## src/design/pld_pkg.sv

```systemverilog
// Package with payload types and constants for the polyline densifier.
`default_nettype none
package pld_pkg;

  localparam int unsigned CoordW = 24;
  localparam logic [15:0] MinSpacing = 16'd64;
  localparam logic [15:0] ResetSpacing = 16'd1024;

  typedef struct packed {
    logic signed [CoordW-1:0] point_x;
    logic signed [CoordW-1:0] point_y;
    logic                     segment_start;
  } pld_in_t;

  typedef struct packed {
    logic signed [CoordW-1:0] out_x;
    logic signed [CoordW-1:0] out_y;
    logic                     out_segment_start;
    logic                     last_of_run;
  } pld_out_t;

  // Commands from the controller to the datapath.
  typedef struct packed {
    logic load;      // capture the input beat and deltas
    logic pass;      // capture the pass-through point, update previous point
    logic cnt_init;  // start the step count search at k = 1
    logic cnt_next;  // advance the step count search
    logic div_init;  // start an interpolation division for the current k
    logic div_step;  // one restoring division step on both axes
    logic emit;      // load the output register with the current point
    logic emit_last; // load the output register with the new point
    logic commit;    // new point becomes the previous point
  } pld_cmd_t;

  // Status from the datapath to the controller.
  typedef struct packed {
    logic is_start;  // beat is a segment start or no previous point exists
    logic is_zero;   // zero-length step
    logic cnt_done;  // step count found
    logic div_done;  // division finished
    logic k_last;    // current k equals n
    logic out_busy;  // output register holds an untaken beat
  } pld_sts_t;

endpackage
`default_nettype wire

```

## src/design/pld_ctrl.sv

```systemverilog
// Controller state machine of the polyline densifier.
`default_nettype none
module pld_ctrl import pld_pkg::*; (
  input  wire logic     clk_i,
  input  wire logic     rst_ni,
  input  wire logic     in_valid_i,
  output logic          in_stall_o,
  input  wire pld_sts_t sts_i,
  output pld_cmd_t      cmd_o
);
  typedef enum logic [2:0] {
    StIdle, StDecide, StCount, StDivInit, StDiv, StEmit, StLast
  } state_e;

  state_e state_q, state_d;

  assign in_stall_o = (state_q != StIdle);

  // Next state and commands.
  always_comb begin
    state_d = state_q;
    cmd_o = '0;
    case (state_q)
      StIdle: begin
        if (in_valid_i) begin
          cmd_o.load = 1'b1;
          state_d = StDecide;
        end
      end
      StDecide: begin
        if (sts_i.is_start) begin
          if (!sts_i.out_busy) begin
            cmd_o.pass = 1'b1;
            state_d = StIdle;
          end
        end else if (sts_i.is_zero) begin
          state_d = StIdle;
        end else begin
          cmd_o.cnt_init = 1'b1;
          state_d = StCount;
        end
      end
      StCount: begin
        cmd_o.cnt_next = 1'b1;
        if (sts_i.cnt_done) state_d = StDivInit;
      end
      StDivInit: begin
        if (sts_i.k_last) begin
          state_d = StLast;
        end else begin
          cmd_o.div_init = 1'b1;
          state_d = StDiv;
        end
      end
      StDiv: begin
        cmd_o.div_step = 1'b1;
        if (sts_i.div_done) state_d = StEmit;
      end
      StEmit: begin
        if (!sts_i.out_busy) begin
          cmd_o.emit = 1'b1;
          state_d = StDivInit;
        end
      end
      StLast: begin
        if (!sts_i.out_busy) begin
          cmd_o.emit_last = 1'b1;
          cmd_o.commit = 1'b1;
          state_d = StIdle;
        end
      end
      default: state_d = StIdle;
    endcase
  end

  always_ff @(posedge clk_i or negedge rst_ni) begin
    if (!rst_ni) begin
      state_q <= StIdle;
    end else begin
      state_q <= state_d;
    end
  end
endmodule
`default_nettype wire

```

## config.mk

```make
export PLATFORM = sky130hd
export DESIGN_NAME = pld_ctrl
export DESIGN_NICKNAME = d
export VERILOG_FILES = /design/src/design/pld_pkg.sv /design/src/design/pld_ctrl.sv
export SDC_FILE = /design/constraint.sdc
export NUM_CORES = 1
export LEC_CHECK = 0
export ABC_AREA = 0
export BUFFER_PORTS_ARGS = -buffer_cell sky130_fd_sc_hd__buf_2
export CORE_AREA = 3 3 40 42
export CTS_BUF_LIST = sky130_fd_sc_hd__clkbuf_4
export CTS_CLUSTER_DIAMETER = 30
export DETAILED_ROUTE_END_ITERATION = 16
export DIE_AREA = 0 0 43 45
export GPL_TIMING_DRIVEN = 1
export PLACE_DENSITY = 0.48
export SLEW_MARGIN = 30
export SYNTH_ARGS = -nofsm -noshare
export SYNTH_HDL_FRONTEND = slang
export SYNTH_SLANG_ARGS = --single-unit
```

## constraint.sdc

```tcl
create_clock -name clk_i -period 4.3 [get_ports clk_i]
set_clock_uncertainty 0.05 [all_clocks]
set_input_delay 1.29 -clock clk_i [delete_from_list [all_inputs] [get_ports clk_i]]
set_output_delay 1.29 -clock clk_i [all_outputs]
set_load 0.01 [all_outputs]
```

# After elaboration in Yosys (flattened, before gate mapping)
# Index checks and enable logic that the tools add are counted.
# W data, S select, Z words.
totals:
  reg_bits: 3
  input_bits: 9
  output_inout_bits: 10
  elab_cells: 37
op_classes:
  n_eq_ne: 10
  muxes: 23
  reduce_logical: 3
ops:
  columns: ["cell", "n"]
  rows:
  - ["$pmux W3 S7", 1]
  - ["$mux W3", 6]
  - ["$mux W1", 11]
  - ["$mux W2", 5]
  - ["$eq A3 B3 Y1 const B", 3]
  - ["$ne A2 B2 Y1 const B", 4]
  - ["$eq A3 B2 Y1 const B", 2]
  - ["$reduce_and A4 Y1", 1]
  - ["$eq A3 B1 Y1 const B", 1]
  - ["$logic_not A3 Y1", 1]
  - ["$reduce_bool A3 Y1", 1]

# Longest topological paths before layout
# Gate-level depths: netlist of run 1.
logic_depth:
  word_depth: 3
  mapped_depth: 4
  depth_no_buf: 3

# Least setup slack after synthesis of run 1
# Ideal clock, no wire load.
synth_path:
  path_kind: "input to output"
  start: "input port sts_i[0] (netlist bit)"
  end: "output port cmd_o[1] (netlist bit)"
  arrival_time_ns: 1.853
  required_time_ns: 2.960
  setup_slack_ns: 1.107
  stages: 2
  n_path_buf: 1
  path_cell_list: "nor3b_1 buf_4"
synth_rtl:
  columns: ["element", "line_no", "rtl"]
  rows:
  - ["start: declaration", "pld_ctrl.sv:8", "input wire pld_sts_t sts_i,"]
  - ["end: declaration", "pld_ctrl.sv:9", "output pld_cmd_t cmd_o"]

==> flow_summary.json, run 1 <==
{
  "status": "complete, no violations",
  "fin_crit_ns": 3.16,
  "drc": 0,
  "synth_area_per_cell_um2": 8.50,
  "p_sw_frac": 0.450,
  "worst_r2r_startpoint": "state_q[1]",
  "top_register": "state_q",
  "areaGrowthSynthToFinish_pct": 34.0,
  "drv_cap": 0,
  "diodes": 0,
  "finalNetCount": 68,
  "place_area_um2": 414,
  "num_rows": 13,
  "clockBufferDepth": 2,
  "cts_resized": 0,
  "core_um2": 1280,
  "clk_pin_slew_worst_paths_ns": 0.03,
  "largest_reg_flops": 3,
  "slew_headroom": 0.709,
  "cts_hold_buf": 0,
  "chipWidth_um": 43,
  "track_usage": 0.0833,
  "drt-total-wl_um": 782,
  "fin_ws_ns": 1.14,
  "clock_latency_ns": 0.23,
  "path_class": "in2out",
  "fin_area_um2": 444,
  "r2r-end": "state_q[1]",
  "arrival_ns": 1.82,
  "antenna_found_initial": 0,
  "p_per_area_nw_per_um2": 651,
  "pin_count": 19,
  "sequentialPowerShare": 0.284,
  "grt_pass1_wl_um": 1240,
  "wl_per_cell_um": 10.7,
  "grt_pass1_vias": 303,
  "post-route-period-util": 0.734,
  "synth_area_um2": 332,
  "synth_largest_area_cell": "dfrtp_1",
  "fmax_mhz": 317,
  "intPower_mw": 0.159,
  "drt-initial-drc-count": 8,
  "synth_seq_area_share": 0.226,
  "ys_dominant_reg_cell": "dfrtp_1",
  "numCtsBuffers": 3,
  "dieArea_um2": 1940,
  "ys_seq_elements": 3,
  "fin_tns_setup_ns": 0,
  "end_kind": "primary output",
  "start_kind": "primary input",
  "grt_overflow": 0,
  "worstHoldEndpoint": "state_q[2]",
  "hold_class": "reg2reg",
  "setup_violations": 0,
  "cts_tree": "yes",
  "vdd_drop_max_uv": 170,
  "rr_worst_depth": 3,
  "synthTopCellsByArea": "dfrtp_1, nand2b_1, o32ai_2, buf_4, nor2_1",
  "hold_depth": 2,
  "reg2reg_slack_ns": 3.02,
  "power_leakage_nw": 0.212,
  "min_from": "state_q[2]",
  "hpwlAfterDp_um": 620,
  "dr.pass1.iters": 2,
  "synth.most_common_cell": "nor2_1",
  "cts.sinks": 3,
  "vias": 340,
  "place_ws_ns": 1.14,
  "yosysUniqueCellTypes": 28,
  "fillers": 140,
  "clkPwrFrac": 0.188,
  "rsz0062_at_grt": "false",
  "synth_top_area_frac": 0.226,
  "ant_nets": 0,
  "ys_top_cells_by_count": "nor2_1, dfrtp_1, nand2b_1",
  "root_buffer": "clkbuf_4",
  "finalPower_mw": 0.289,
  "synthArstFlopShare": 1.00,
  "die_h_um": 45,
  "synth_edf_count": 0,
  "critPathRequiredTime_ns": 2.96,
  "critical_path.max_fanout": 7,
  "drv_slew": 0,
  "hold_violations": 0,
  "worst_pin_slew_ns": 0.437,
  "grt_max_degree": 16,
  "io_buffers": 18,
  "postSynthCellCount": 39,
  "yosysWarnings": 0,
  "synth_nets": 48,
  "htreeDepth": 1,
  "reg_top3": "state_q (3)",
  "start_util": 0.258,
  "drive_gt1_frac": 0.517,
  "viasPerCell": 4.66,
  "cts_setup_buffers": 0,
  "netSwitchingPower_mw": 0.130,
  "gp_routability_congestion": 0.738,
  "p_comb_frac": 0.528
}
==> worst max-delay path, cell delays in order <==
cell and delay (ns):
buf_2 0.14, nor3b_1 0.22, buf_2 0.17
==> final cells by class <==
type,instances,area (um^2),area share
timing repair buffer,18,90.1,0.203
sequential,3,75.1,0.169
tap,15,18.8,0.0423
inverter,2,7.51,0.0169
multi-input combinational,31,223,0.501
clock buffer,4,30.0,0.0676
==> how the worst max path moves through the flow <==
stage	from	end	slack [ns]
2_1_floorplan	sts_i[0]	cmd_o[1]	1.11
3_3_place_gp	sts_i[0]	cmd_o[7]	1.14
3_5_place_dp	sts_i[0]	cmd_o[7]	1.14
4_1_cts	sts_i[0]	cmd_o[7]	1.13
5_1_grt	sts_i[0]	cmd_o[7]	1.05
6_report	sts_i[0]	cmd_o[0]	1.14
==> power groups by stage <==
| stage | clock network (mW) | logic [mW] | registers [mW] |
|---|---|---|---|
| 3_3_place_gp | 0 | 0.155 | 0.0836 |
| 2_1_floorplan | 0 | 0.149 | 0.0567 |
| 5_1_grt | 0.0586 | 0.170 | 0.0875 |
| 4_1_cts | 0.0565 | 0.156 | 0.0822 |
| 3_5_place_dp | 0 | 0.156 | 0.0827 |
| 6_report | 0.0543 | 0.153 | 0.0820 |
==> kinds of logic after synthesis <==
kind of cell	after synthesis	share of synthesized area
AND/OR/NAND/NOR	21	0.411
AO/OA/AOI/OAI	10	0.260
buffers and inverters	5	0.102
flip-flops	3	0.226
==> routing by layer <==
metal	up-vias	global-route usage	part of all wire	wire length, um
met5	-	0	0	0
met3	0	0.0279	0.075	59
met1	149	0.109	0.47	368
met4	0	0.0181	0	0
li1	180	-	-	-
met2	11	0.135	0.45	354
==> cells in the final DEF, fill, tap and decap left out, types with 2 or more instances in the layout <==
cell type and n:
and2_1 2, buf_2 18, clkbuf_4 4, dfrtp_1 3, nand2b_1 3, nor2_1 4
nor3_1 2, nor3b_1 2
==> stage by stage <==
| stage | util | std cells | hold slack [ns] |
|---|---|---|---|
| finish | 0.346 | 73 | 0.671 |
| global route | 0.346 | 73 | 0.706 |
| CTS | 0.346 | 73 | 0.668 |
| detailed placement | 0.322 | 69 | 0.662 |
| global placement | 0.322 | 69 | 0.681 |
| floorplan | - | 39 | 0.527 |
(Power assumes the default switching activity.)
==> run 2: changes to the inputs <==
--- a/config.mk
+++ b/config.mk
@@ -13,7 +13,7 @@
 export DETAILED_ROUTE_END_ITERATION = 16
 export DIE_AREA = 0 0 43 45
 export GPL_TIMING_DRIVEN = 1
-export PLACE_DENSITY = 0.48
+export PLACE_DENSITY = 0.5
 export SLEW_MARGIN = 30
 export SYNTH_ARGS = -nofsm -noshare
 export SYNTH_HDL_FRONTEND = slang
==> constraint.sdc (replaced) <==
create_clock -name clk_i -period 2.59 [get_ports clk_i]
set_clock_uncertainty 0.05 [all_clocks]
set_input_delay 0.777 -clock clk_i [delete_from_list [all_inputs] [get_ports clk_i]]
set_output_delay 0.777 -clock clk_i [all_outputs]
set_load 0.01 [all_outputs]
==> run 2 against run 1 <==
Compared with the run above:
- register-to-register slack worse by 1.7 ns
- highest routed layer unchanged
- final cell count unchanged
- die area is the same
- critical path depth unchanged
- worst hold slack got worse by 0.39 ns
==> flow_summary.json, run 2 (synthesized netlist as in run 1, its figures left out) <==
{
  "power_leakage_nw": 0.212,
  "hpwlAfterDp_um": 612,
  "worst_pin_slew_ns": 0.424,
  "grt_pass1_vias": 308,
  "worst_r2r_startpoint": "state_q[1]",
  "regArea_um2": 75.1,
  "fillers": 140,
  "wl_per_cell_um": 10.6,
  "multi_input_area_um2": 223,
  "core_um2": 1280,
  "cts_tree": "yes",
  "start_kind": "flip-flop",
  "antenna_found_initial": 0,
  "drt-initial-drc-count": 3,
  "status": "complete, no violations",
  "hold_violations": 0,
  "cts.sinks": 3,
  "vdd_drop_max_uv": 264,
  "track_usage": 0.0866,
  "dieArea_um2": 1940,
  "dr.pass1.iters": 2,
  "root_buffer": "clkbuf_4",
  "rsz0062_at_grt": "false",
  "post-route-period-util": 0.876,
  "numCtsBuffers": 3,
  "fmax_mhz": 441,
  "start_util": 0.258,
  "viasPerCell": 4.71,
  "areaGrowthSynthToFinish_pct": 34.0,
  "fin_crit_ns": 2.27,
  "end_kind": "primary output",
  "endpoint": "cmd_o[7]",
  "grt_max_degree": 16,
  "io_buffers": 18,
  "clockBufferDepth": 2,
  "final_common_cell": "buf_2",
  "finalNetCount": 68,
  "drv_slew": 0,
  "drt-total-wl_um": 773,
  "grt_overflow": 0,
  "critical_path.max_fanout": 15,
  "arrival_ns": 1.44,
  "htreeDepth": 1,
  "die_h_um": 45,
  "r2r-end": "state_q[1]",
  "diodes": 0,
  "grt_pass1_wl_um": 1260,
  "setup_violations": 0,
  "slew_headroom": 0.717,
  "critPathLaunch": "state_q[1]",
  "cts_resized": 0,
  "hold_slack_ns": 0.283,
  "clk_pin_slew_worst_paths_ns": 0.04,
  "fin_tns_setup_ns": 0,
  "largest_reg_flops": 3,
  "pin_count": 19,
  "drc": 0,
  "clock_latency_ns": 0.23,
  "gp_routability_congestion": 0.746,
  "rr_worst_depth": 3,
  "drive_gt1_frac": 0.517,
  "ant_nets": 0,
  "top_register": "state_q",
  "cts_hold_buf": 0,
  "drv_cap": 0,
  "chipWidth_um": 43,
  "layout_common_cells": "buf_2, nor2_1, clkbuf_4, nand2b_1, dfrtp_1",
  "reg2reg_slack_ns": 1.31,
  "p_per_area_nw_per_um2": 1080,
  "reg_top3": "state_q (3)",
  "critPathRequiredTime_ns": 1.76,
  "cts_setup_buffers": 0,
  "path_class": "reg2out",
  "num_rows": 13,
  "vias": 344,
  "hold_class": "in2async"
}
[run 2: cell counts in the layout (fill, tap and decap cells not counted)]
Identical to the previous run, type by type.
[run 2: through the flow]
| step | cell area, um^2 | utilization | power [mW] | std cells | worst slack [ns] |
|---|---|---|---|---|---|
| after floorplan | 332 | - | 0.341 | 39 | 0.423 |
| after global placement | 414 | 0.322 | 0.394 | 69 | 0.397 |
| after detailed placement | 414 | 0.322 | 0.394 | 69 | 0.432 |
| after CTS | 444 | 0.346 | 0.488 | 73 | 0.289 |
| after global routing | 444 | 0.346 | 0.523 | 73 | 0.166 |
| final | 444 | 0.346 | 0.479 | 73 | 0.320 |
[run 2: layer usage]
| layer | vias up | track usage | share of wire |
|---|---|---|---|
| li1 | 183 | - | - |
| met1 | 150 | 0.116 | 0.50 |
| met2 | 11 | 0.141 | 0.46 |
| met3 | 0 | 0.0120 | 0.043 |
| met4 | 0 | 0.0361 | 0 |
| met5 | - | 0 | 0 |
[run 2: layout make-up]
cell class                      instances  area share
Timing Repair Buffer                   18       0.203
Inverter                                2      0.0169
Sequential cell                         3       0.169
Tap cell                               15      0.0423
Multi-Input combinational cell         31       0.501
Clock buffer                            4      0.0676
[run 2: how the worst min path moves through the flow]
| stage | to | slack (ns) | depth (start not counted) | start |
|---|---|---|---|---|
| 2_1_floorplan | state_q[0] | 0.43 | 0 | rst_ni |
| 3_3_place_gp | state_q[2] | 0.52 | 1 | rst_ni |
| 3_5_place_dp | state_q[2] | 0.52 | 1 | rst_ni |
| 4_1_cts | state_q[0] | 0.28 | 1 | rst_ni |
| 5_1_grt | state_q[0] | 0.28 | 1 | rst_ni |
| 6_report | state_q[1] | 0.28 | 1 | rst_ni |
[run 2: critical path, cell delays in order (launching register included)]
cell	delay (ns)
dfrtp_1	0.52
nand2b_1	0.24
nor4b_1	0.27
buf_2	0.18
[run 2: report_power, final]
part	switching (mW)	leakage (nW)	total, mW	internal, mW
Combinational	0.128	0.157	0.255	0.126
Clock	0.0222	0.0184	0.0903	0.0680
Sequential	0.0647	0.0367	0.134	0.0697
Total	0.215	0.212	0.479	0.264
==> run 3: changes to the inputs <==
--- a/config.mk
+++ b/config.mk
@@ -13,6 +13,7 @@
 export DETAILED_ROUTE_END_ITERATION = 16
 export DIE_AREA = 0 0 43 45
 export GPL_TIMING_DRIVEN = 1
+export MAX_ROUTING_LAYER = met4
 export PLACE_DENSITY = 0.5
 export SLEW_MARGIN = 30
 export SYNTH_ARGS = -nofsm -noshare
==> constraint.sdc (replaced) <==
create_clock -name clk_i -period 2.59 [get_ports clk_i]
set_clock_uncertainty 0.05 [all_clocks]
set_input_delay 0.777 -clock clk_i [delete_from_list [all_inputs] [get_ports clk_i]]
set_output_delay 0.777 -clock clk_i [all_outputs]
set_load 0.005 [all_outputs]
==> run 3 against run 2 <==
Compared with the run above:
- clock-buffer cell count unchanged
- via count up 3.8%
- final cell count unchanged
- die area is the same
- non-clock buffer count unchanged
- first-iteration DRC count down 67%
- core utilization unchanged
- sequential cell count unchanged
- critical endpoint unchanged
- combinational power down 7%
- critical path type unchanged
- wire length shrank 0.52%
- global-route usage decreased by 0.85 points
- highest routed layer unchanged
- worst setup slack improved by 0.0014 ns
==> flow_summary.json, run 3 (synthesized netlist as in run 1, its figures left out) <==
{
  "drc": 0,
  "final_common_cell": "buf_2",
  "netSwitchingPower_mw": 0.199,
  "antenna_found_initial": 0,
  "drv_cap": 0,
  "dr.pass1.iters": 2,
  "die_h_um": 45,
  "power_leakage_nw": 0.212,
  "crit_path_top_delay_cell": "dfrtp_1",
  "htreeDepth": 1,
  "grt_overflow": 0,
  "cts_resized": 0,
  "track_usage": 0.0780,
  "fin_tns_setup_ns": 0,
  "stdcell_count": 73,
  "io_buffers": 18,
  "critical_path.max_fanout": 15,
  "finalPower_mw": 0.462,
  "path_class": "reg2out",
  "pin_count": 19,
  "hold_violations": 0,
  "vdd_drop_max_uv": 321,
  "cts_setup_buffers": 0,
  "num_rows": 13,
  "drv_slew": 0,
  "slowest_delay_ns": 0.52,
  "drt-total-wl_um": 769,
  "vias": 357,
  "critPathRequiredTime_ns": 1.76,
  "fmax_mhz": 441,
  "cts.sinks": 3,
  "grt_pass1_vias": 273,
  "wl_per_cell_um": 10.5,
  "top_register": "state_q",
  "reg_top3": "state_q (3)",
  "grt_max_degree": 16,
  "viasPerCell": 4.89,
  "clockBufferDepth": 2,
  "dieArea_um2": 1940,
  "areaGrowthSynthToFinish_pct": 34.0,
  "fin_crit_ns": 2.27,
  "p_comb_frac": 0.515,
  "finalNetCount": 68,
  "slew_headroom": 0.716,
  "sequentialPowerShare": 0.290,
  "dp_cells": 69,
  "clk_pin_slew_worst_paths_ns": 0.04,
  "drive_gt1_frac": 0.517,
  "drt-initial-drc-count": 1,
  "end_kind": "primary output",
  "chipWidth_um": 43,
  "diodes": 0,
  "clkPwrFrac": 0.194,
  "hpwlAfterDp_um": 607,
  "intPower_mw": 0.263,
  "fin_util": 0.346,
  "setup_violations": 0,
  "grt_pass1_wl_um": 1120,
  "critPathBufInv": 1,
  "root_buffer": "clkbuf_4",
  "p_per_area_nw_per_um2": 1040,
  "clock_latency_ns": 0.23,
  "start_util": 0.258,
  "ant_nets": 0,
  "core_um2": 1280,
  "gp_routability_congestion": 0.756,
  "worst_pin_slew_ns": 0.427,
  "layout_common_cells": "buf_2, nor2_1, clkbuf_4, nand2b_1, dfrtp_1",
  "status": "complete, no violations",
  "post-route-period-util": 0.876,
  "start_kind": "flip-flop",
  "p_sw_frac": 0.430,
  "rsz0062_at_grt": "false",
  "hold_class": "in2async",
  "arrival_ns": 1.44,
  "largest_reg_flops": 3,
  "numCtsBuffers": 3,
  "critPathTopFamily": "simple AND/OR/NAND/NOR gates",
  "path_cells": "nand2b_1 > nor4b_1 > buf_2",
  "cts_tree": "yes",
  "cts_hold_buf": 0
}
==> run 3: worst paths after layout <==
| kind | from | to | slack, ns | depth (start not counted) |
|---|---|---|---|---|
| worst min-delay path | rst_ni | state_q[0] | 0.28 | 1 |
| worst max register to register | state_q[1] | state_q[1] | 1.32 | 3 |
| worst min register to register | state_q[2] | state_q[2] | 0.66 | 2 |
| min in group clk_i | state_q[2] | state_q[2] | 0.66 | 2 |
| max in group asynchronous | rst_ni | state_q[2] | 2.10 | 1 |
| worst max-delay path | state_q[1] | cmd_o[7] | 0.32 | 3 |
==> run 3: power by group through the flow <==
stage          logic [mW]  clock network, mW  registers (mW)
3_5_place_dp        0.243                  0           0.136
6_report            0.238             0.0899           0.134
5_1_grt             0.264             0.0949           0.144
4_1_cts             0.244             0.0924           0.135
2_1_floorplan       0.232                  0          0.0942
3_3_place_gp        0.243                  0           0.137
==> run 3: cell type report <==
type / instances / area (um^2)
fillers: 148 / 841
multi-input cells: 31 / 223
inverters: 2 / 7.51
flip-flops and latches: 3 / 75.1
well taps: 15 / 18.8
clock buffers: 4 / 30.0
repair buffers: 18 / 90.1
==> run 3: worst reg2reg max path, delay by kind of cell, from the launching register on <==
kind | cells | cell delay, ns
AOI/OAI and AO/OA | 2 | 0.37
DFF | 1 | 0.52
and+or+nand+nor | 1 | 0.25
==> run 3: routing by layer <==
layer	wire, um	global-route usage
met5	0	-
met4	0	0.0361
met3	59	0.0159
met2	351	0.120
met1	359	0.0988
==> run 3: through the flow <==
stage / setup WS [ns] / hold WS [ns] / cell area [um^2]
6_report: 0.322 / 0.284 / 444
5_1_grt: 0.151 / 0.283 / 444
4_1_cts: 0.276 / 0.282 / 444
3_5_place_dp: 0.424 / 0.523 / 414
3_3_place_gp: 0.415 / 0.524 / 414
2_1_floorplan: 0.559 / 0.431 / 332
